$ cat config.mk
export PLATFORM = sky130hd
export DESIGN_NAME = adam_sqrt
export DESIGN_NICKNAME = d
export VERILOG_FILES = /design/src/rtl/adam_pkg.sv /design/src/rtl/adam_sqrt.sv
export SDC_FILE = /design/constraint.sdc
export NUM_CORES = 1
export LEC_CHECK = 0
export ABC_AREA = 1
export BUFFER_PORTS_ARGS = -buffer_cell sky130_fd_sc_hd__buf_2
export CAP_MARGIN = 15
export CELL_PAD_IN_SITES_DETAIL_PLACEMENT = 1
export CELL_PAD_IN_SITES_GLOBAL_PLACEMENT = 1
export CORE_ASPECT_RATIO = 0.7
export CORE_MARGIN = 2
export CORE_UTILIZATION = 42
export DETAILED_ROUTE_END_ITERATION = 6
export GPL_TIMING_DRIVEN = 0
export PLACE_DENSITY_LB_ADDON = 0.1
export SLEW_MARGIN = 0
export SYNTH_ARGS = -nofsm -noshare
export SYNTH_HDL_FRONTEND = slang
export SYNTH_SLANG_ARGS = --single-unit
$ cat constraint.sdc
create_clock -name clk_i -period 3.6 [get_ports clk_i]
set_input_delay 0.36 -clock clk_i [delete_from_list [all_inputs] [get_ports clk_i]]
set_output_delay 0.36 -clock clk_i [all_outputs]
set_load 0.05 [all_outputs]
$ cat src/rtl/adam_pkg.sv
// Shared widths, register codes, reset values and divider request types for the Adam engine.
package adam_pkg;

  localparam int unsigned ParamCountDefault = 4096;

  localparam int unsigned IdxW     = 12;
  localparam int unsigned DataW    = 32;
  localparam int unsigned CoefW    = 16;
  localparam int unsigned LrW      = 24;
  localparam int unsigned PowW     = 17;
  localparam int unsigned CfgIdxW  = 3;
  localparam int unsigned CfgDataW = 24;

  localparam logic [CfgIdxW-1:0] CFG_BETA1 = 3'd0;
  localparam logic [CfgIdxW-1:0] CFG_BETA2 = 3'd1;
  localparam logic [CfgIdxW-1:0] CFG_LR    = 3'd2;
  localparam logic [CfgIdxW-1:0] CFG_EPS   = 3'd3;

  localparam logic [CoefW-1:0] Beta1Reset = 16'd58982;
  localparam logic [CoefW-1:0] Beta2Reset = 16'd65470;
  localparam logic [LrW-1:0]   LrReset    = 24'd16777;
  localparam logic [CoefW-1:0] EpsReset   = 16'd1;
  localparam logic [PowW-1:0]  PowOne     = 17'h10000;

  // Shared restoring divider
  localparam int unsigned DivDW   = 72;
  localparam int unsigned DivVW   = 33;
  localparam int unsigned DivCntW = 7;

  // Root unit
  localparam int unsigned SqrtInW  = 64;
  localparam int unsigned SqrtOutW = 32;
  localparam int unsigned SqrtCntW = 5;

  typedef struct packed {
    logic             start;
    logic [DivDW-1:0] dividend;
    logic [DivVW-1:0] divisor;
  } div_req_t;

  typedef struct packed {
    logic             done;
    logic [DivDW-1:0] quotient;
  } div_rsp_t;

endpackage

$ cat src/rtl/adam_sqrt.sv
// Digit-by-digit integer square root, one result bit per cycle.
module adam_sqrt (
  input  logic                          clk_i,
  input  logic                          rst_ni,
  input  logic                          start_i,
  input  logic [adam_pkg::SqrtInW-1:0]  radicand_i,
  output logic                          done_o,
  output logic [adam_pkg::SqrtOutW-1:0] root_o
);

  logic                           busy_q;
  logic                           done_q;
  logic [adam_pkg::SqrtCntW-1:0]  cnt_q;
  logic [adam_pkg::SqrtInW-1:0]   x_q;
  logic [adam_pkg::SqrtOutW-1:0]  root_q;
  logic [adam_pkg::SqrtOutW+1:0]  rem_q;
  logic [adam_pkg::SqrtOutW+3:0]  t;
  logic [adam_pkg::SqrtOutW+3:0]  trial;
  logic                           ge;

  // Bring down the next two bits and test against 4*root+1
  assign t     = {rem_q, x_q[adam_pkg::SqrtInW-1 -: 2]};
  assign trial = {2'b00, root_q, 2'b01};
  assign ge    = (t >= trial);

  // Sequence control
  always_ff @(posedge clk_i or negedge rst_ni) begin
    if (!rst_ni) begin
      busy_q <= 1'b0;
      done_q <= 1'b0;
      cnt_q  <= '0;
    end else if (start_i) begin
      busy_q <= 1'b1;
      done_q <= 1'b0;
      cnt_q  <= '0;
    end else if (busy_q) begin
      cnt_q <= cnt_q + 1'b1;
      if (cnt_q == adam_pkg::SqrtCntW'(adam_pkg::SqrtOutW - 1)) begin
        busy_q <= 1'b0;
        done_q <= 1'b1;
      end
    end else begin
      done_q <= 1'b0;
    end
  end

  // Datapath
  always_ff @(posedge clk_i) begin
    if (start_i) begin
      x_q    <= radicand_i;
      root_q <= '0;
      rem_q  <= '0;
    end else if (busy_q) begin
      x_q    <= {x_q[adam_pkg::SqrtInW-3:0], 2'b00};
      root_q <= {root_q[adam_pkg::SqrtOutW-2:0], ge};
      rem_q  <= ge ? (adam_pkg::SqrtOutW+2)'(t - trial) : t[adam_pkg::SqrtOutW+1:0];
    end
  end

  assign done_o = done_q;
  assign root_o = root_q;

endmodule

==> impl_metrics.env, run 1 <==
export IMPL_period_minus_slack_ps=2630
export IMPL_htreeDepth=4
export IMPL_reg2regPathDepth=15
export IMPL_startpoint="root_o[24]"
export IMPL_hpwl_um=20200
export IMPL_synth_flop_cell="dfxtp_1"
export IMPL_clockBufferDepth=2
export IMPL_final_setup_skew_ps=13.4
export IMPL_reg2reg_to="root_o[0]"
export IMPL_rsz0062_at_grt="no"
export IMPL_overflow=0
export IMPL_min_path_type="input pin to flop"
export IMPL_dr_pass1_iters=5
export IMPL_synth_top_family_by_area="simple AND/OR/NAND/NOR gates"
export IMPL_drt_first_iter_violations=529
export IMPL_drive_above_1_share=0.128
export IMPL_p_seq_frac=0.237
export IMPL_end_kind="flop"
export IMPL_vias_per_cell=5.01
export IMPL_p_clk_frac=0.214
export IMPL_rows=42
export IMPL_die_h_um=122
export IMPL_antenna_found_initial=2
export IMPL_clk_pin_slew_ps=70
export IMPL_worstPathArrival_ps=2910
export IMPL_wl_per_cell_um=16.2
export IMPL_grt_max_degree=52
export IMPL_cts_setup_buffers=0
export IMPL_met3_usage=0.0409
export IMPL_synth_warnings=0
export IMPL_drc=0
export IMPL_intPower_mw=4.49
export IMPL_status="completed"
export IMPL_syn_to_final_growth_pct=17.8
export IMPL_ys_async_sr_fraction=0.0511
export IMPL_io_buffers=99
export IMPL_synth_seq_cells=137
export IMPL_synth_mux_area_frac=0
export IMPL_crit_type="flop to flop"
export IMPL_nets=1423
export IMPL_drv_slew=0
export IMPL_met1_usage=0.396
export IMPL_cts_buffers=17
export IMPL_core_um2=19100
export IMPL_postSynthCellCount=1200
export IMPL_synth_xor_area_frac=0.0190
export IMPL_tightest_slew_ps=706
export IMPL_busiest_layer="met1"
export IMPL_peakVddDrop_mv=0.369
export IMPL_synth_adder_area_share=0.0543
export IMPL_cp_max_fo=10
export IMPL_avgSynthCellArea_um2=6.91
export IMPL_synth_compound_area_frac=0.0482
export IMPL_fin_crit_sh=0.730
export IMPL_final_util=0.510
export IMPL_hold_ws_ps=196
export IMPL_synth_edf_count=64
export IMPL_finalWirelength_um=25900
export IMPL_holdPathStages=3
export IMPL_diodes=0
export IMPL_fmax_ghz=0.381
export IMPL_grt_pass1_vias=7983
export IMPL_vias=7999
export IMPL_start_util=0.433
export IMPL_p_comb_frac=0.549
export IMPL_cts_tree="done"
export IMPL_setup_worst_path_start_class="flop"
export IMPL_synth_nets=1303
export IMPL_grt_use_total=0.260
export IMPL_met2_usage=0.386
export IMPL_slew_headroom=0.529
export IMPL_cellPowerDensity_nw_per_um2=884
export IMPL_die_area_um2=20900
export IMPL_cap_violations=0
export IMPL_clock_latency_ps=440
export IMPL_worst_ep_required_time_ps=3890
export IMPL_p_leak_nw=5.20
export IMPL_setup_violations=0
export IMPL_sw_frac_of_total=0.480
export IMPL_reg2reg_setup_slack_ps=970
export IMPL_synth_area_um2=8290
export IMPL_finalSetupTns_ps=0
export IMPL_clock_sinks=137
export IMPL_clockRootBuffer="clkbuf_16"
export IMPL_r2r_start="root_o[24]"
export IMPL_p_sw_mw=4.15
export IMPL_gp_congestion=0.914
export IMPL_grt_pass1_wl_um=41600
export IMPL_final_antenna_net_count=0
export IMPL_pin_count=100
export IMPL_ys_seq_area_frac=0.412
export IMPL_post_route_cell_area_um2=9760
export IMPL_crit_path_end="root_o[0]"
export IMPL_synthSimpleGateAreaFrac=0.369
export IMPL_place_area_um2=9150
export IMPL_die_x_um=172
export IMPL_finalHoldViolCount=0
export IMPL_yosysUniqueCellTypes=36
power groups by stage:
stage	registers, mW	logic [mW]	clock network, mW
finish	2.05	4.74	1.84
CTS	2.05	4.68	1.87
detailed placement	2.08	4.62	0
floorplan	2.07	3.34	0
global placement	2.07	4.49	0
global route	2.08	5.35	1.94
per-layer routing:
| metal | vias to the layer above | share of wire |
|---|---|---|
| met5 | - | 0.00062 |
| met1 | 3830 | 0.53 |
| li1 | 3969 | - |
| met2 | 174 | 0.42 |
| met3 | 24 | 0.043 |
| met4 | 2 | 0.0099 |
metrics by stage:
stage                     power, mW  setup WS, ps  instances
final                          8.63           973       1597
after floorplan                5.41           698       1200
after global routing           9.37           812       1597
after global placement         6.56          -440       1563
after detailed placement       6.70          1010       1564
after CTS                      8.60           995       1597
Yosys cell counts, types with 3 or more instances:
cell type,n,share of area
nand4_1,5,0.0038
and3_1,3,0.0023
o22ai_1,32,0.024
clkbuf_1,24,0.011
nand2_1,569,0.26
nor2_2,7,0.0053
ha_1,36,0.054
nand3b_1,28,0.025
buf_1,3,0.0014
nor2_1,47,0.021
nor3_1,6,0.0036
nand3_1,45,0.027
dfrtp_1,7,0.021
dfxtp_1,66,0.16
o21ai_0,9,0.0054
edfxtp_1,64,0.23
buf_2,4,0.0024
buf_4,3,0.0027
nand2_2,15,0.011
xnor2_1,16,0.017
inv_1,171,0.077
a21oi_1,21,0.013
logic make-up after synthesis:
kind of cell | Yosys count
xor+xnor | 18
fa+ha+maj | 36
buf+inv | 209
simple gates | 733
compound gates | 67
flops | 137
flip-flops by register name, indices dropped and copies added (netlist names):
register and cells:
x_q 64, rem_q 34, done_o 1, busy_q 1, root_o 32, cnt_q 5
worst max-delay path: stages, from the launching register on:
cell and delay, ps:
dfxtp_1 340, inv_1 80, ha_1 390, nand2_1 160, inv_1 50, nand2_1 60, nand2_1 120, inv_1 90
nand2_1 70, nand2_1 60, nand3_1 100, nor2_4 290, nand2_8 130, nand2_2 170, buf_6 210, o21ai_0 150
final cells by class:
class,count,area [um^2]
fill,2575,9370
multi-input combinational,854,4060
clock inverter,15,183
buffer,35,159
clock buffer,17,425
timing repair buffer,101,533
sequential,137,3420
inverter,174,653
tap,264,330
placed cells by master (no fill, tap or decap), types with 2 or more instances in the layout:
cell type     n
ha_1         36
and2_1        2
a21oi_1      21
buf_1         3
o21ai_0       9
nor2_1       47
buf_4         3
dfrtp_1       7
inv_1       171
a22o_1        2
nor2_4        2
edfxtp_1     64
inv_6         5
nand2_1     569
nand4_1       5
xnor2_1      16
nand3b_1     28
clkinv_1      2
nor3_1        6
bufinv_16     2
nand2_2      15
xor2_1        2
buf_2       103
clkbuf_16    17
o22ai_1      32
and3_1        3
dfxtp_1      66
nand3_1      45
nor2_2        7
clkbuf_1     23
clkinvlp_4    2
inv_8         3
what timing repair did:
action,CTS,global route
gates resized for setup,0,0
hold buffers,1,0
endpoints found under the hold margin,7,0
worst min-delay path by stage:
stage	start	endpoint	slack (ps)
detailed placement	rst_ni	cnt_q[1]	210
global route	radicand_i[15]	x_q[15]	190
floorplan	rst_ni	busy_q	60
finish	radicand_i[15]	x_q[15]	200
global placement	rst_ni	cnt_q[1]	200
CTS	radicand_i[15]	x_q[15]	180
No activity file was read; power rests on OpenSTA's default activity.
==> inputs of run 2 (changes only) <==
clock period = 2.7 ns   (was 3.6 ns; I/O delays follow)
==> run 2 against run 1 <==
- sequential power up 34%
- core utilization up 0.085 points
- count of clock-buffer cells in the layout unchanged
- cell count up 0.25%
- critical path depth down 1
- flip-flop and latch count unchanged
- die area unchanged
- global-route usage about the same
- largest cell class unchanged
==> impl_metrics.env, run 2 (same netlist as run 1, synthesis figures left out) <==
export IMPL_final_cell_mix="569 x nand2_1, 171 x inv_1, 103 x buf_2"
export IMPL_reg2regPathDepth=14
export IMPL_drive_above_1_share=0.133
export IMPL_largest_reg_flops=64
export IMPL_cts_tree="done"
export IMPL_min_path_type="input pin to flop"
export IMPL_finalHoldViolCount=0
export IMPL_vias=7883
export IMPL_syn_to_final_growth_pct=18.0
export IMPL_hold_end="x_q[38]"
export IMPL_hpwl_um=20300
export IMPL_rows=42
export IMPL_cellPowerDensity_nw_per_um2=1170
export IMPL_antenna_found_initial=0
export IMPL_end_kind="flop"
export IMPL_setup_violations=0
export IMPL_wl_per_cell_um=16.3
export IMPL_worstPathArrival_ps=2850
export IMPL_die_area_um2=20900
export IMPL_r2r_start="root_o[0]"
export IMPL_vias_per_cell=4.92
export IMPL_grt_pass1_vias=7880
export IMPL_clock_sinks=137
export IMPL_period_minus_slack_ps=2530
export IMPL_regMostFlops="x_q"
export IMPL_p_leak_nw=5.21
export IMPL_slew_headroom=0.521
export IMPL_final_antenna_net_count=0
export IMPL_grt_use_total=0.260
export IMPL_hold_path_startpoint="radicand_i[38]"
export IMPL_grt_pass1_wl_um=41500
export IMPL_io_buffers=99
export IMPL_crit_type="flop to flop"
export IMPL_tightest_slew_ps=718
export IMPL_cap_violations=0
export IMPL_peakVddDrop_mv=0.509
export IMPL_finalWirelength_um=26100
export IMPL_final_common_cell="nand2_1"
export IMPL_power_total_mw=11.5
export IMPL_fin_crit_sh=0.937
export IMPL_grt_max_degree=47
export IMPL_holdPathStages=3
export IMPL_core_um2=19100
export IMPL_diodes=0
export IMPL_cp_max_fo=10
export IMPL_status="completed"
export IMPL_pin_count=100
export IMPL_drt_first_iter_violations=433
export IMPL_clockRootBuffer="clkbuf_16"
export IMPL_final_setup_skew_ps=12.6
export IMPL_reg2reg_setup_slack_ps=170
export IMPL_gp_congestion=0.907
export IMPL_reg2reg_to="rem_q[29]"
export IMPL_clockBufferDepth=2
export IMPL_die_x_um=172
export IMPL_nets=1427
export IMPL_drv_slew=0
export IMPL_hold_ws_ps=110
export IMPL_start_util=0.433
export IMPL_worst_ep_required_time_ps=3020
export IMPL_fmax_ghz=0.395
export IMPL_cts_buffers=17
export IMPL_setup_worst_path_start_class="flop"
export IMPL_drc=0
export IMPL_overflow=0
export IMPL_dr_pass1_iters=5
export IMPL_die_h_um=122
export IMPL_clk_pin_slew_ps=70
export IMPL_htreeDepth=4
export IMPL_clock_latency_ps=430
## run 2: cell types whose count changed in the layout (fill, tap and decap cells not counted), sizes merged
cell and change:
inv +1, clkinvlp -1, clkinv +1, bufinv -1
buf +4
## run 2: worst max-delay path by stage
stage	startpoint	end	cells past startpoint
finish	root_o[0]	rem_q[29]	14
global placement	root_o[24]	root_o[0]	15
floorplan	root_o[1]	rem_q[23]	14
global route	root_o[23]	rem_q[29]	17
CTS	root_o[24]	rem_q[29]	17
detailed placement	root_o[24]	rem_q[29]	17
## run 2: worst max-delay path, stage by stage, from the launching register on
cell     delay [ps]
dfxtp_1         340
inv_1            90
ha_1            380
nand2_1         140
nor2_1           60
or2_2           330
nand2_1         100
nand3_2         160
nand3_4         150
nand2_8         100
nand2_2         160
buf_6           210
nand2_2          50
nand2_1          80
nand2_1          50
## run 2: area by class of cell
cell class / count / area, um^2
sequential: 137 / 3420
fill: 2564 / 9350
tap: 264 / 330
multi-input combinational: 854 / 4070
inverter: 174 / 653
clock buffer: 17 / 425
buffer: 35 / 159
timing repair buffer: 105 / 563
clock inverter: 15 / 161
## run 2: per-stage QoR
| step | util | area (um^2) | worst slack, ps | TNS (ps) | instances |
|---|---|---|---|---|---|
| floorplan | - | 8290 | 314 | 0 | 1200 |
| global placement | 0.477 | 9110 | 198 | 0 | 1563 |
| detailed placement | 0.478 | 9150 | 148 | 0 | 1564 |
| CTS | 0.509 | 9740 | 149 | 0 | 1597 |
| global route | 0.511 | 9780 | -8.58 | -8.58 | 1601 |
| finish | 0.511 | 9780 | 170 | 0 | 1601 |
## run 2: routing by layer
layer / vias up / part of all wire / GRT usage
met4: 0 / 0.0070 / 0.0467
li1: 3979 / - / -
met5: - / 0 / 0
met2: 152 / 0.42 / 0.390
met1: 3735 / 0.53 / 0.399
met3: 17 / 0.041 / 0.0403
## run 2: what timing repair did
item                                   CTS  global route
buffers inserted                         0             4
gates resized for setup                  0             3
hold buffers                             1             0
endpoints found under the hold margin    7             0
setup endpoints to repair                0            26
## run 2: power by group
group | internal [mW] | switching, mW
clock | 1.31 | 1.08
combinational | 2.10 | 4.22
sequential | 2.52 | 0.218
total | 5.94 | 5.52
