**config.mk**
```make
export PLATFORM = sky130hd
export DESIGN_NAME = adam_div
export DESIGN_NICKNAME = d
export VERILOG_FILES = /design/src/rtl/adam_pkg.sv /design/src/rtl/adam_div.sv
export SDC_FILE = /design/constraint.sdc
export NUM_CORES = 1
export LEC_CHECK = 0
export ABC_AREA = 1
export BUFFER_PORTS_ARGS = -buffer_cell sky130_fd_sc_hd__buf_2
export CAP_MARGIN = 0
export CORE_ASPECT_RATIO = 1.5
export CORE_MARGIN = 5
export CORE_UTILIZATION = 45
export DETAILED_ROUTE_END_ITERATION = 16
export GPL_ROUTABILITY_DRIVEN = 0
export MAX_ROUTING_LAYER = met4
export PLACE_DENSITY = 0.73
export SETUP_SLACK_MARGIN = 0.3
export SYNTH_ARGS = -nofsm -noshare
export SYNTH_HDL_FRONTEND = slang
export SYNTH_SLANG_ARGS = --single-unit
```
**constraint.sdc**
```tcl
create_clock -name clk_i -period 4.8 [get_ports clk_i]
set_clock_uncertainty 0.15 [all_clocks]
set_input_delay 1.2 -clock clk_i [delete_from_list [all_inputs] [get_ports clk_i]]
set_output_delay 1.2 -clock clk_i [all_outputs]
set_load 0.01 [all_outputs]
```
**src/rtl/adam_pkg.sv**
```systemverilog
// Shared widths, register codes, reset values and divider request types for the Adam engine.
package adam_pkg;

  localparam int unsigned ParamCountDefault = 4096;

  localparam int unsigned IdxW     = 12;
  localparam int unsigned DataW    = 32;
  localparam int unsigned CoefW    = 16;
  localparam int unsigned LrW      = 24;
  localparam int unsigned PowW     = 17;
  localparam int unsigned CfgIdxW  = 3;
  localparam int unsigned CfgDataW = 24;

  localparam logic [CfgIdxW-1:0] CFG_BETA1 = 3'd0;
  localparam logic [CfgIdxW-1:0] CFG_BETA2 = 3'd1;
  localparam logic [CfgIdxW-1:0] CFG_LR    = 3'd2;
  localparam logic [CfgIdxW-1:0] CFG_EPS   = 3'd3;

  localparam logic [CoefW-1:0] Beta1Reset = 16'd58982;
  localparam logic [CoefW-1:0] Beta2Reset = 16'd65470;
  localparam logic [LrW-1:0]   LrReset    = 24'd16777;
  localparam logic [CoefW-1:0] EpsReset   = 16'd1;
  localparam logic [PowW-1:0]  PowOne     = 17'h10000;

  // Shared restoring divider
  localparam int unsigned DivDW   = 72;
  localparam int unsigned DivVW   = 33;
  localparam int unsigned DivCntW = 7;

  // Root unit
  localparam int unsigned SqrtInW  = 64;
  localparam int unsigned SqrtOutW = 32;
  localparam int unsigned SqrtCntW = 5;

  typedef struct packed {
    logic             start;
    logic [DivDW-1:0] dividend;
    logic [DivVW-1:0] divisor;
  } div_req_t;

  typedef struct packed {
    logic             done;
    logic [DivDW-1:0] quotient;
  } div_rsp_t;

endpackage

```
**src/rtl/adam_div.sv**
```systemverilog
// Restoring divider, one quotient bit per cycle, shared by all divisions of the engine.
module adam_div (
  input  logic                clk_i,
  input  logic                rst_ni,
  input  adam_pkg::div_req_t  req_i,
  output adam_pkg::div_rsp_t  rsp_o
);

  logic                          busy_q;
  logic                          done_q;
  logic [adam_pkg::DivCntW-1:0]  cnt_q;
  logic [adam_pkg::DivDW-1:0]    quo_q;
  logic [adam_pkg::DivVW-1:0]    rem_q;
  logic [adam_pkg::DivVW-1:0]    dvs_q;
  logic [adam_pkg::DivVW:0]      trial;
  logic                          ge;

  // Shift in the next dividend bit and try the subtraction
  assign trial = {rem_q, quo_q[adam_pkg::DivDW-1]};
  assign ge    = (trial >= {1'b0, dvs_q});

  // Sequence control
  always_ff @(posedge clk_i or negedge rst_ni) begin
    if (!rst_ni) begin
      busy_q <= 1'b0;
      done_q <= 1'b0;
      cnt_q  <= '0;
    end else if (req_i.start) begin
      busy_q <= 1'b1;
      done_q <= 1'b0;
      cnt_q  <= '0;
    end else if (busy_q) begin
      cnt_q <= cnt_q + 1'b1;
      if (cnt_q == adam_pkg::DivCntW'(adam_pkg::DivDW - 1)) begin
        busy_q <= 1'b0;
        done_q <= 1'b1;
      end
    end else begin
      done_q <= 1'b0;
    end
  end

  // Datapath
  always_ff @(posedge clk_i) begin
    if (req_i.start) begin
      quo_q <= req_i.dividend;
      rem_q <= '0;
      dvs_q <= req_i.divisor;
    end else if (busy_q) begin
      quo_q <= {quo_q[adam_pkg::DivDW-2:0], ge};
      rem_q <= ge ? adam_pkg::DivVW'(trial - {1'b0, dvs_q}) : trial[adam_pkg::DivVW-1:0];
    end
  end

  assign rsp_o.done     = done_q;
  assign rsp_o.quotient = quo_q;

endmodule

```
==> metrics.md, run 1 <==
| Metric | Value |
|---|---|
| Status | `completed` |
| Finished Core Util | `54.7%` |
| Measured slew at the worst slew-check pin | `0.870 ns` |
| # setup viols final | `0` |
| Crit Path Class | `reg2reg` |
| Crit path DAT | `3.09 ns` |
| Ys async rst share | `6.12%` |
| Mapped Cells | `1188` |
| Top-count cell post-synth | `nand2_1` |
| Reg power frac | `31.6%` |
| Cell Rows | `62` |
| Distinct cells, synth | `36` |
| Post-CTS Hold Buffers | `0` |
| CP required | `5.02 ns` |
| Fin nets | `1503` |
| Max Slew Vio Count | `0` |
| Synth Cell Area | `0.00878 mm^2` |
| DRC viols | `0` |
| Final Hold Violating Endpoints | `0` |
| Largest net degree at the start of global routing | `85` |
| Die Ht | `181 um` |
| Ports | `181` |
| Slew HR | `42.0%` |
| Total CTS buffers | `17` |
| Synth top cells by count | `nand2_1 (537), inv_1 (192), edfxtp_1 (105)` |
| CP startpoint kind | `register` |
| Cell internal pwr | `3.29 mW` |
| LEAKAGE | `5.66 nW` |
| Overflow after GRT | `0` |
| # placed instances | `1597` |
| I/O Buffers | `180` |
| Vias in the first global route | `8175` |
| CTS tree | `yes` |
| Avg Cell Area, Syn | `7.39 um^2` |
| Psw | `2.24 mW` |
| Net Sw Frac | `40.5%` |
| Slowest-stage cell, CP | `fa_1` |
| Crit path time final | `2.86 ns` |
| Final HPWL DP | `17.7 mm` |
| Sequential area share after synthesis | `46.0%` |
| Via count | `8040` |
| Final antenna-violating net count | `0` |
| Vias/cell | `4.93` |
| Post CTS Setup Buffer Count | `0` |
| Fraction of the cycle the final worst path needs | `59.7%` |
| Initial antenna violation count | `1` |
| Total GRT Usage | `22.3%` |
| Die area | `0.0225 mm^2` |
| PD cells | `527 mW/mm^2` |
| Number of synthesized flops with an enable pin | `105` |
| Synth warn | `0` |
| Post-synth top area cell | `edfxtp_1` |
| Clk network pwr share | `24.8%` |
| Ys flop type | `edfxtp_1` |
| Max-Cap Viols | `0` |
| Crit end category | `register` |
| Max VDD drop | `0.359 mV` |
| # clock sinks | `147` |
| 1st-pass router iterations | `5` |
| R2R Setup Slk | `1.94 ns` |
| WL per Instance | `14.6 um` |
| Worst Hold Class | `reg2reg` |
| CP cell instances | `inv_1 -> ha_1 -> inv_1 -> fa_1 -> nand3_1 -> nand3_2 -> nand2_2 -> nand2_2 -> nand2_4 -> nand2_8 -> nand2_1 -> nand3_1 -> nand2_1` |
| Final WL | `23.8 mm` |
| Layout Area Growth over Synthesis | `19.3%` |
| Clock transition at the registers of the reported paths | `0.07 ns` |
| Die Wd | `124 um` |
| First-pass GRT wire length | `38.1 mm` |
| Synth top area share | `35.9%` |
| Synthesized flop and latch total | `147` |
| RSZ-0062 raised after global routing | `false` |
| Worst-Skew Late Latency | `0.43 ns` |
| Most area-consuming cells after synthesis | `edfxtp_1 (36%), nand2_1 (23%), inv_1 (8.2%)` |
| Starting Density | `45.8%` |
| Starting DRT DRC Count | `349` |
| Core Area | `0.0192 mm^2` |
| Setup TNS | `0 ns` |
| Fmax | `0.349 GHz` |
| Comb pwr share | `43.5%` |
| Crit-path max FO | `36` |
| Final Cell Area | `0.0105 mm^2` |
| Slowest stage delay, CP | `0.44 ns` |
| Share of layout cells above drive strength 1 | `17.3%` |
| Placed cell area | `0.00988 mm^2` |
| Root Driver | `clkbuf_16` |
| Filler cells | `1850` |
| Clock buffer depth | `2` |
| Mapped Nets | `1331` |
| # resized after CTS | `0` |
| Final cell count without fillers | `1630` |
| CTS H-tree depth | `4` |
-- kinds of logic (layout without fill, tap and decap cells) --
group	Yosys count	in the layout	synth area share, %
AO/OA/AOI/OAI	47	47	2.88
AND/OR/NAND/NOR	719	719	34.3
other	0	1	0
adder cells (fa/ha/maj)	35	35	5.07
flip-flops	147	147	46.0
XOR/XNOR	15	15	1.50
buffers and inverters	225	410	10.3
-- metrics by stage --
stage	worst slack (ns)	total power, mW	hold slack (ns)
after floorplan	0.605	3.61	0.276
after global placement	1.61	4.10	0.286
after detailed placement	1.58	4.14	0.289
after CTS	1.95	5.53	0.303
after global routing	1.79	5.93	0.323
final	1.94	5.53	0.302
-- registers in the layout, summed over array words and instances, names as in the netlist --
name and cells:
dvs_q 33, done_q 1, cnt_q 7, busy_q 1, quo_q 72, rem_q 33
-- power groups by stage --
stage | registers [mW] | logic (mW) | clock network (mW)
floorplan | 1.76 | 1.85 | 0
global placement | 1.76 | 2.34 | 0
detailed placement | 1.77 | 2.38 | 0
CTS | 1.75 | 2.40 | 1.38
global route | 1.78 | 2.72 | 1.44
finish | 1.75 | 2.40 | 1.37
-- final cells by class --
| cell class | count | area (um^2) | share of cell area [%] |
|---|---|---|---|
| multi-input cells | 816 | 3840 | 36.7 |
| clock inverters | 12 | 155 | 1.48 |
| diodes | 1 | 2.50 | 0.0239 |
| repair buffers | 186 | 961 | 9.17 |
| flip-flops and latches | 147 | 4040 | 38.6 |
| inverters | 192 | 722 | 6.89 |
| clock buffers | 20 | 437 | 4.17 |
| well taps | 256 | 320 | 3.06 |
-- path summary, 6_finish.rpt --
| path | startpoint | end | cells after the start |
|---|---|---|---|
| setup / recovery | quo_q[71] | rem_q[24] | 13 |
| hold / removal | rem_q[32] | rem_q[32] | 2 |
| setup reg to reg | quo_q[71] | rem_q[24] | 13 |
| hold reg to reg | rem_q[32] | rem_q[32] | 2 |
| max in group asynchronous | rst_ni | cnt_q[4] | 1 |
| min in group asynchronous | rst_ni | cnt_q[1] | 1 |
-- layout by cell type (no fill, tap or decap), drive strengths merged, types with 2 or more instances in the layout --
master    count
a21oi        20
xor2          2
edfxtp      105
clkinvlp      2
buf         186
clkinv        5
nand4         4
nor2         54
dfrtp         9
xnor2        13
nand2       545
and2          5
o21ai        21
nand3        78
bufinv        3
o21bai        2
nand3b       21
dfxtp        33
nor3         11
inv         194
clkbuf       20
ha           34
-- worst max-delay path: cells and delay by family (launching register included) --
| kind | cells | cell delay [ns] |
|---|---|---|
| AND/OR/NAND/NOR | 9 | 1.47 |
| buffers and inverters | 2 | 0.17 |
| adder cells (fa/ha/maj) | 2 | 0.59 |
| flip-flops | 1 | 0.39 |
-- layer usage --
metal | GRT usage [%] | vias up | wire [um]
met5 | - | - | 0
met4 | 11.7 | 0 | 975
met3 | 4.63 | 72 | 1610
met2 | 39.4 | 311 | 12500
met1 | 22.6 | 3628 | 8730
li1 | - | 4029 | -
Power figures use the tool's default switching activity.
==> run 2: changes to the inputs <==
PLACE_DENSITY = 0.75   (was 0.73)
clock period = 2.43 ns   (was 4.8 ns; I/O delays follow)
==> run 2 against run 1 <==
Critical path depth increased by 3. Highest routed layer unchanged. Critical path type unchanged. Final cell count increased by 3.4%. Setup slack got worse by 1.8 ns. Die area unchanged. Via count increased by 7.7%. First-iteration DRC count increased by 30%. Flip-flop and latch count unchanged. Cell area increased by 15%. Clock power increased by 85%.
==> metrics.md, run 2 (synthesized netlist as in run 1, its figures left out) <==
| Metric | Value |
|---|---|
| Cell Rows | `62 (unchanged)` |
| CP startpoint kind | `register (unchanged)` |
| Crit path time final | `2.27 ns (was 2.86 ns)` |
| Starting DRT DRC Count | `454 (was 349)` |
| Initial antenna violation count | `2 (was 1)` |
| I/O Buffers | `180 (unchanged)` |
| Most frequent cells in the layout | `nand2_1 (486), buf_2 (179), inv_1 (169), edfxtp_1 (105), nand2_2 (47) (was nand2_1 (537), inv_1 (190), buf_2 (179), edfxtp_1 (105), nand3_1 (75))` |
| PD cells | `1080 mW/mm^2 (was 527 mW/mm^2)` |
| Reg power frac | `27.4% (was 31.6%)` |
| # placed instances | `1617 (was 1597)` |
| First-pass GRT wire length | `42.4 mm (was 38.1 mm)` |
| Cell internal pwr | `7.47 mW (was 3.29 mW)` |
| Most common cell after layout, fill and taps aside | `nand2_1 (unchanged)` |
| Core Area | `0.0192 mm^2 (unchanged)` |
| LEAKAGE | `6.14 nW (was 5.66 nW)` |
| Total CTS buffers | `17 (unchanged)` |
| Measured slew at the worst slew-check pin | `0.524 ns (was 0.870 ns)` |
| Net Sw Frac | `42.5% (was 40.5%)` |
| Max-Cap Viols | `0 (unchanged)` |
| Clk network pwr share | `19.5% (was 24.8%)` |
| Overflow after GRT | `0 (unchanged)` |
| Share of layout cells above drive strength 1 | `31.7% (was 17.3%)` |
| Crit end category | `register (unchanged)` |
| Starting Density | `45.8% (unchanged)` |
| Clock buffer depth | `2 (unchanged)` |
| Most frequent CP cell | `inv_1` |
| Vias in the first global route | `8723 (was 8175)` |
| Top Registers | `quo_q: 72 flops, dvs_q: 33 flops, rem_q: 33 flops (unchanged)` |
| WP buf/inv | `6 (was 2)` |
| Crit-path max FO | `7 (was 36)` |
| # setup viols final | `0 (unchanged)` |
| Die Ht | `181 um (unchanged)` |
| Ports | `181 (unchanged)` |
| Final WL | `27.2 mm (was 23.8 mm)` |
| Clock transition at the registers of the reported paths | `0.07 ns (about the same)` |
| Setup TNS | `0 ns (unchanged)` |
| Via count | `8657 (was 8040)` |
| Crit path DAT | `2.43 ns (was 3.09 ns)` |
| Max Slew Vio Count | `0 (unchanged)` |
| Max VDD drop | `0.559 mV (was 0.359 mV)` |
| Biggest register | `quo_q (unchanged)` |
| Slowest stage delay, CP | `0.38 ns (was 0.44 ns)` |
| # clock sinks | `147 (unchanged)` |
| Filler cells | `1523 (was 1850)` |
| Largest net degree at the start of global routing | `89 (was 85)` |
| Layout Area Growth over Synthesis | `36.6% (was 19.3%)` |
| DRC viols | `0 (unchanged)` |
| Root Driver | `clkbuf_16 (unchanged)` |
| Final Hold Violating Endpoints | `0 (unchanged)` |
| Delay-heaviest family, CP | `simple AND/OR/NAND/NOR gates (unchanged)` |
| Final antenna-violating net count | `0 (unchanged)` |
| Status | `completed (unchanged)` |
| Fmax | `0.440 GHz (was 0.349 GHz)` |
| WL per Instance | `16.2 um (was 14.6 um)` |
| Worst Hold Class | `in2reg (was reg2reg)` |
| Final cell count without fillers | `1685 (was 1630)` |
| Total GRT Usage | `24.7% (was 22.3%)` |
| Die Wd | `124 um (unchanged)` |
| Comb pwr share | `53.1% (was 43.5%)` |
| Die area | `0.0225 mm^2 (unchanged)` |
| Slowest-stage cell, CP | `edfxtp_1 (was fa_1)` |
| CP cell instances | `inv_1 -> ha_4 -> nand2_2 -> inv_1 -> nand2_1 -> nand2_1 -> inv_1 -> nand2_2 -> inv_2 -> nand2_4 -> nand2_8 -> buf_6 -> buf_12 -> nand3_1 -> nand3_1 -> o21ai_1 (was inv_1 -> ha_1 -> inv_1 -> fa_1 -> nand3_1 -> nand3_2 -> nand2_2 -> nand2_2 -> nand2_4 -> nand2_8 -> nand2_1 -> nand3_1 -> nand2_1)` |
| Worst-Skew Late Latency | `0.43 ns (about the same)` |
| 1st-pass router iterations | `5 (unchanged)` |
| Final HPWL DP | `18.2 mm (was 17.7 mm)` |
| Vias/cell | `5.14 (was 4.93)` |
| Max FFs per register | `72 (unchanged)` |
| Slew HR | `65.1% (was 42.0%)` |
| Fin nets | `1557 (was 1503)` |
| Psw | `5.53 mW (was 2.24 mW)` |
| CP required | `2.58 ns (was 5.02 ns)` |
| CTS H-tree depth | `4 (unchanged)` |
| RSZ-0062 raised after global routing | `true (was false)` |
| Fraction of the cycle the final worst path needs | `93.6% (was 59.7%)` |
| Crit Path Class | `reg2reg (unchanged)` |
| CTS tree | `yes (unchanged)` |
| Hold slack | `0.194 ns (was 0.302 ns)` |
[run 2: power by group through the flow]
| stage | logic [mW] | registers [mW] | clock network [mW] |
|---|---|---|---|
| floorplan | 3.66 | 3.47 | 0 |
| global placement | 4.84 | 3.48 | 0 |
| detailed placement | 4.91 | 3.48 | 0 |
| CTS | 6.16 | 3.56 | 2.55 |
| global route | 7.49 | 3.62 | 2.69 |
| finish | 6.91 | 3.57 | 2.53 |
[run 2: cell type report]
cell class,instances,area [um^2],area share [%]
repair buffers,236,1580,13.1
inverters,192,724,6.04
multi-input cells,820,4780,39.8
flip-flops and latches,147,4040,33.7
clock buffers,19,443,3.69
diodes,2,5.00,0.0417
well taps,256,320,2.67
clock inverters,13,110,0.918
[run 2: worst reg2reg max path: stages (launching register included)]
cell and delay (ns):
edfxtp_1 0.38, inv_1 0.12, ha_4 0.23, nand2_2 0.16, inv_1 0.09, nand2_1 0.08, nand2_1 0.07, inv_1 0.07
nand2_2 0.06, inv_2 0.07, nand2_4 0.08, nand2_8 0.12, buf_6 0.12, buf_12 0.12, nand3_1 0.07, nand3_1 0.07
o21ai_1 0.10
[run 2: stage by stage]
step	cell area (um^2)	util (%)	setup slack (ns)	total power, mW
detailed placement	10100	52.5	0.0749	8.39
finish	12000	62.6	0.155	13.0
global placement	10100	52.5	0.134	8.32
global route	12000	62.6	0.0559	13.8
CTS	11700	60.9	0.209	12.3
floorplan	8800	-	0.213	7.13
[run 2: path summary, 6_finish.rpt]
| kind | slack, ns | end | depth (start not counted) | startpoint |
|---|---|---|---|---|
| max in group asynchronous | 1.52 | cnt_q[0] | 2 | rst_ni |
| min reg2reg | 0.31 | rem_q[32] | 2 | rem_q[32] |
| min | 0.19 | dvs_q[13] | 1 | req_i[13] |
| min in group asynchronous | 0.42 | done_q | 2 | rst_ni |
| max reg2reg | 0.16 | rem_q[18] | 16 | dvs_q[17] |
| max | 0.16 | rem_q[18] | 16 | dvs_q[17] |
[run 2: repair_timing]
item,4_1_cts,5_1_grt
buffers inserted,21,3
hold buffers,1,0
hold endpoints to repair,9,0
pin swaps,42,41
endpoints found under the setup margin,34,34
resized for setup,132,80
cloned,8,1
[run 2: layer usage]
layer / track usage [%] / share of wire [%] / vias to the layer above
met5: - / 0 / -
met4: 14.4 / 5.8 / 0
met3: 5.76 / 7.1 / 120
met2: 41.4 / 51 / 420
met1: 26.2 / 36 / 3963
li1: - / - / 4154
==> run 3: changes to the inputs <==
BUFFER_PORTS_ARGS = -buffer_cell sky130_fd_sc_hd__clkbuf_2   (was -buffer_cell sky130_fd_sc_hd__buf_2)
==> run 3 against run 2 <==
Clock power rose by 11%. Setup slack got worse by 0.081 ns. Sequential power about the same. Via count is 3.8% higher. Wire length increased by 9.6%. Die area unchanged. Sequential share of layout area is 0.098 points lower.
==> metrics.md, run 3 (synthesized netlist as in run 1, its figures left out) <==
| Metric | Value |
|---|---|
| Status | `completed (unchanged)` |
| Final Hold Violating Endpoints | `0 (unchanged)` |
| Final HPWL DP | `18.6 mm (was 18.2 mm)` |
| Placed cell area | `0.0100 mm^2 (was 0.0101 mm^2)` |
| Clock buffer depth | `2 (unchanged)` |
| Total CTS buffers | `17 (unchanged)` |
| CTS tree | `yes (unchanged)` |
| Finished Core Util | `62.8% (was 62.6%)` |
| Total GRT Usage | `25.4% (was 24.7%)` |
| Slowest-stage cell, CP | `edfxtp_1 (unchanged)` |
| Ant diodes | `0 (was 2)` |
| First-pass GRT wire length | `43.1 mm (was 42.4 mm)` |
| Filler cells | `1506 (was 1523)` |
| Largest net degree at the start of global routing | `88 (was 89)` |
| Die Wd | `124 um (unchanged)` |
| Max-Cap Viols | `0 (unchanged)` |
| Ports | `181 (unchanged)` |
| Biggest register | `quo_q (unchanged)` |
| Vias/cell | `5.33 (was 5.14)` |
| Crit Path Class | `reg2reg (unchanged)` |
| Crit-path max FO | `3 (was 7)` |
| Starting DRT DRC Count | `623 (was 454)` |
| PD cells | `1140 mW/mm^2 (was 1080 mW/mm^2)` |
| WL per Instance | `17.7 um (was 16.2 um)` |
| CP Depth | `14 (was 16)` |
| R2R Setup Slk | `0.07 ns (was 0.16 ns)` |
| Initial antenna violation count | `0 (was 2)` |
| RSZ-0062 raised after global routing | `true (unchanged)` |
| Slew HR | `67.0% (was 65.1%)` |
| Crit end category | `register (unchanged)` |
| Layout Area Growth over Synthesis | `37.1% (was 36.6%)` |
| # clock sinks | `147 (unchanged)` |
| Delay-heaviest family, CP | `simple AND/OR/NAND/NOR gates (unchanged)` |
| Via count | `8988 (was 8657)` |
| Clock transition at the registers of the reported paths | `0.07 ns (about the same)` |
| Final antenna-violating net count | `0 (unchanged)` |
| Slowest stage delay, CP | `0.41 ns (was 0.38 ns)` |
| R2R depth | `14 (was 16)` |
| WP buf/inv | `2 (was 6)` |
| Max Slew Vio Count | `0 (unchanged)` |
| Final worst slack | `0.0741 ns (was 0.155 ns)` |
| Most frequent CP cell | `nand2_2 (was inv_1)` |
| Final WL | `29.8 mm (was 27.2 mm)` |
| Cells on Worst Hold Path | `1 (unchanged)` |
| Die Ht | `181 um (unchanged)` |
| Hold slack | `0.195 ns (was 0.194 ns)` |
| Vias in the first global route | `8905 (was 8723)` |
| Worst-Skew Late Latency | `0.43 ns (about the same)` |
| Cell Rows | `62 (unchanged)` |
| Share of layout cells above drive strength 1 | `31.7% (about the same)` |
| Final Cell Area | `0.0120 mm^2 (about the same)` |
| Worst Hold Class | `in2reg (unchanged)` |
| Most common cell after layout, fill and taps aside | `nand2_1 (unchanged)` |
| Max FFs per register | `72 (unchanged)` |
| DRC viols | `0 (unchanged)` |
| CTS H-tree depth | `4 (unchanged)` |
| I/O Buffers | `180 (unchanged)` |
| Pwr Total | `13.7 mW (was 13.0 mW)` |
| CP startpoint kind | `register (unchanged)` |
| Core Area | `0.0192 mm^2 (unchanged)` |
| Crit path DAT | `2.52 ns (was 2.43 ns)` |
| Crit path time final | `2.36 ns (was 2.27 ns)` |
| # setup viols final | `0 (unchanged)` |
| Max VDD drop | `0.631 mV (was 0.559 mV)` |
| Most frequent cells in the layout | `nand2_1 (477), clkbuf_2 (179), inv_1 (171), edfxtp_1 (105), nand3_1 (59) (was nand2_1 (486), buf_2 (179), inv_1 (169), edfxtp_1 (105), nand2_2 (47))` |
| 1st-pass router iterations | `8 (was 5)` |
| Root Driver | `clkbuf_16 (unchanged)` |
| Top Registers | `quo_q: 72 flops, dvs_q: 33 flops, rem_q: 33 flops (unchanged)` |
| CP cell instances | `inv_2 -> ha_4 -> inv_4 -> fa_2 -> nand2_2 -> nand2_2 -> nand3_1 -> nand2_2 -> nand2_2 -> nand2_4 -> xnor2_2 -> nand2_2 -> nand3_2 -> o21ai_1 (was inv_1 -> ha_4 -> nand2_2 -> inv_1 -> nand2_1 -> nand2_1 -> inv_1 -> nand2_2 -> inv_2 -> nand2_4 -> nand2_8 -> buf_6 -> buf_12 -> nand3_1 -> nand3_1 -> o21ai_1)` |
| Measured slew at the worst slew-check pin | `0.496 ns (was 0.524 ns)` |
| Fin nets | `1559 (was 1557)` |
| Fraction of the cycle the final worst path needs | `97.0% (was 93.6%)` |
| Fmax | `0.424 GHz (was 0.440 GHz)` |
| Place WS | `0.0411 ns (was 0.0749 ns)` |
| Starting Density | `45.8% (unchanged)` |
| Die area | `0.0225 mm^2 (unchanged)` |
| LEAKAGE | `6.18 nW (was 6.14 nW)` |
| CP required | `2.59 ns (was 2.58 ns)` |
| Overflow after GRT | `0 (unchanged)` |
## run 3: final timing paths
kind                                start   endpoint
worst max-delay path            quo_q[71]  rem_q[14]
worst min-delay path            req_i[24]  dvs_q[24]
worst max register to register  quo_q[71]  rem_q[14]
worst min register to register  rem_q[32]  rem_q[32]
max in group asynchronous          rst_ni   cnt_q[5]
min in group asynchronous          rst_ni     done_q
## run 3: per-stage QoR
stage               cells  setup TNS (ns)
floorplan            1188               0
global placement     1615               0
detailed placement   1615               0
CTS                  1675               0
global route         1685         -0.0769
finish               1685               0
## run 3: per-layer routing
layer,wire length [um],track usage (%),share of wire (%),vias up
met3,2650,5.32,8.9,193
li1,-,-,-,4147
met5,0,-,0,-
met1,10200,26.9,34,4040
met2,14700,41.7,49,608
met4,2250,17.3,7.6,0
## run 3: report_power, final
part,switching (mW),internal (mW),total [mW]
registers,0.435,3.16,3.60
clock network,1.10,1.71,2.80
logic,4.35,2.98,7.33
## run 3: area by class of cell
class	count	area [um^2]	area share (%)
inverter	192	724	6.02
sequential	147	4040	33.6
multi-input combinational	820	4820	40.0
timing repair buffer	238	1510	12.6
tap	256	320	2.66
clock inverter	11	149	1.24
clock buffer	21	472	3.92
## run 3: timing repair
| item | in CTS | in global routing |
|---|---|---|
| gates cloned | 6 | 2 |
| pin swaps | 29 | 37 |
| resized for setup | 136 | 81 |
| endpoints found under the hold margin | 9 | 0 |
| buffers inserted | 21 | 8 |
| endpoints found under the setup margin | 34 | 34 |
| hold buffers | 1 | 0 |
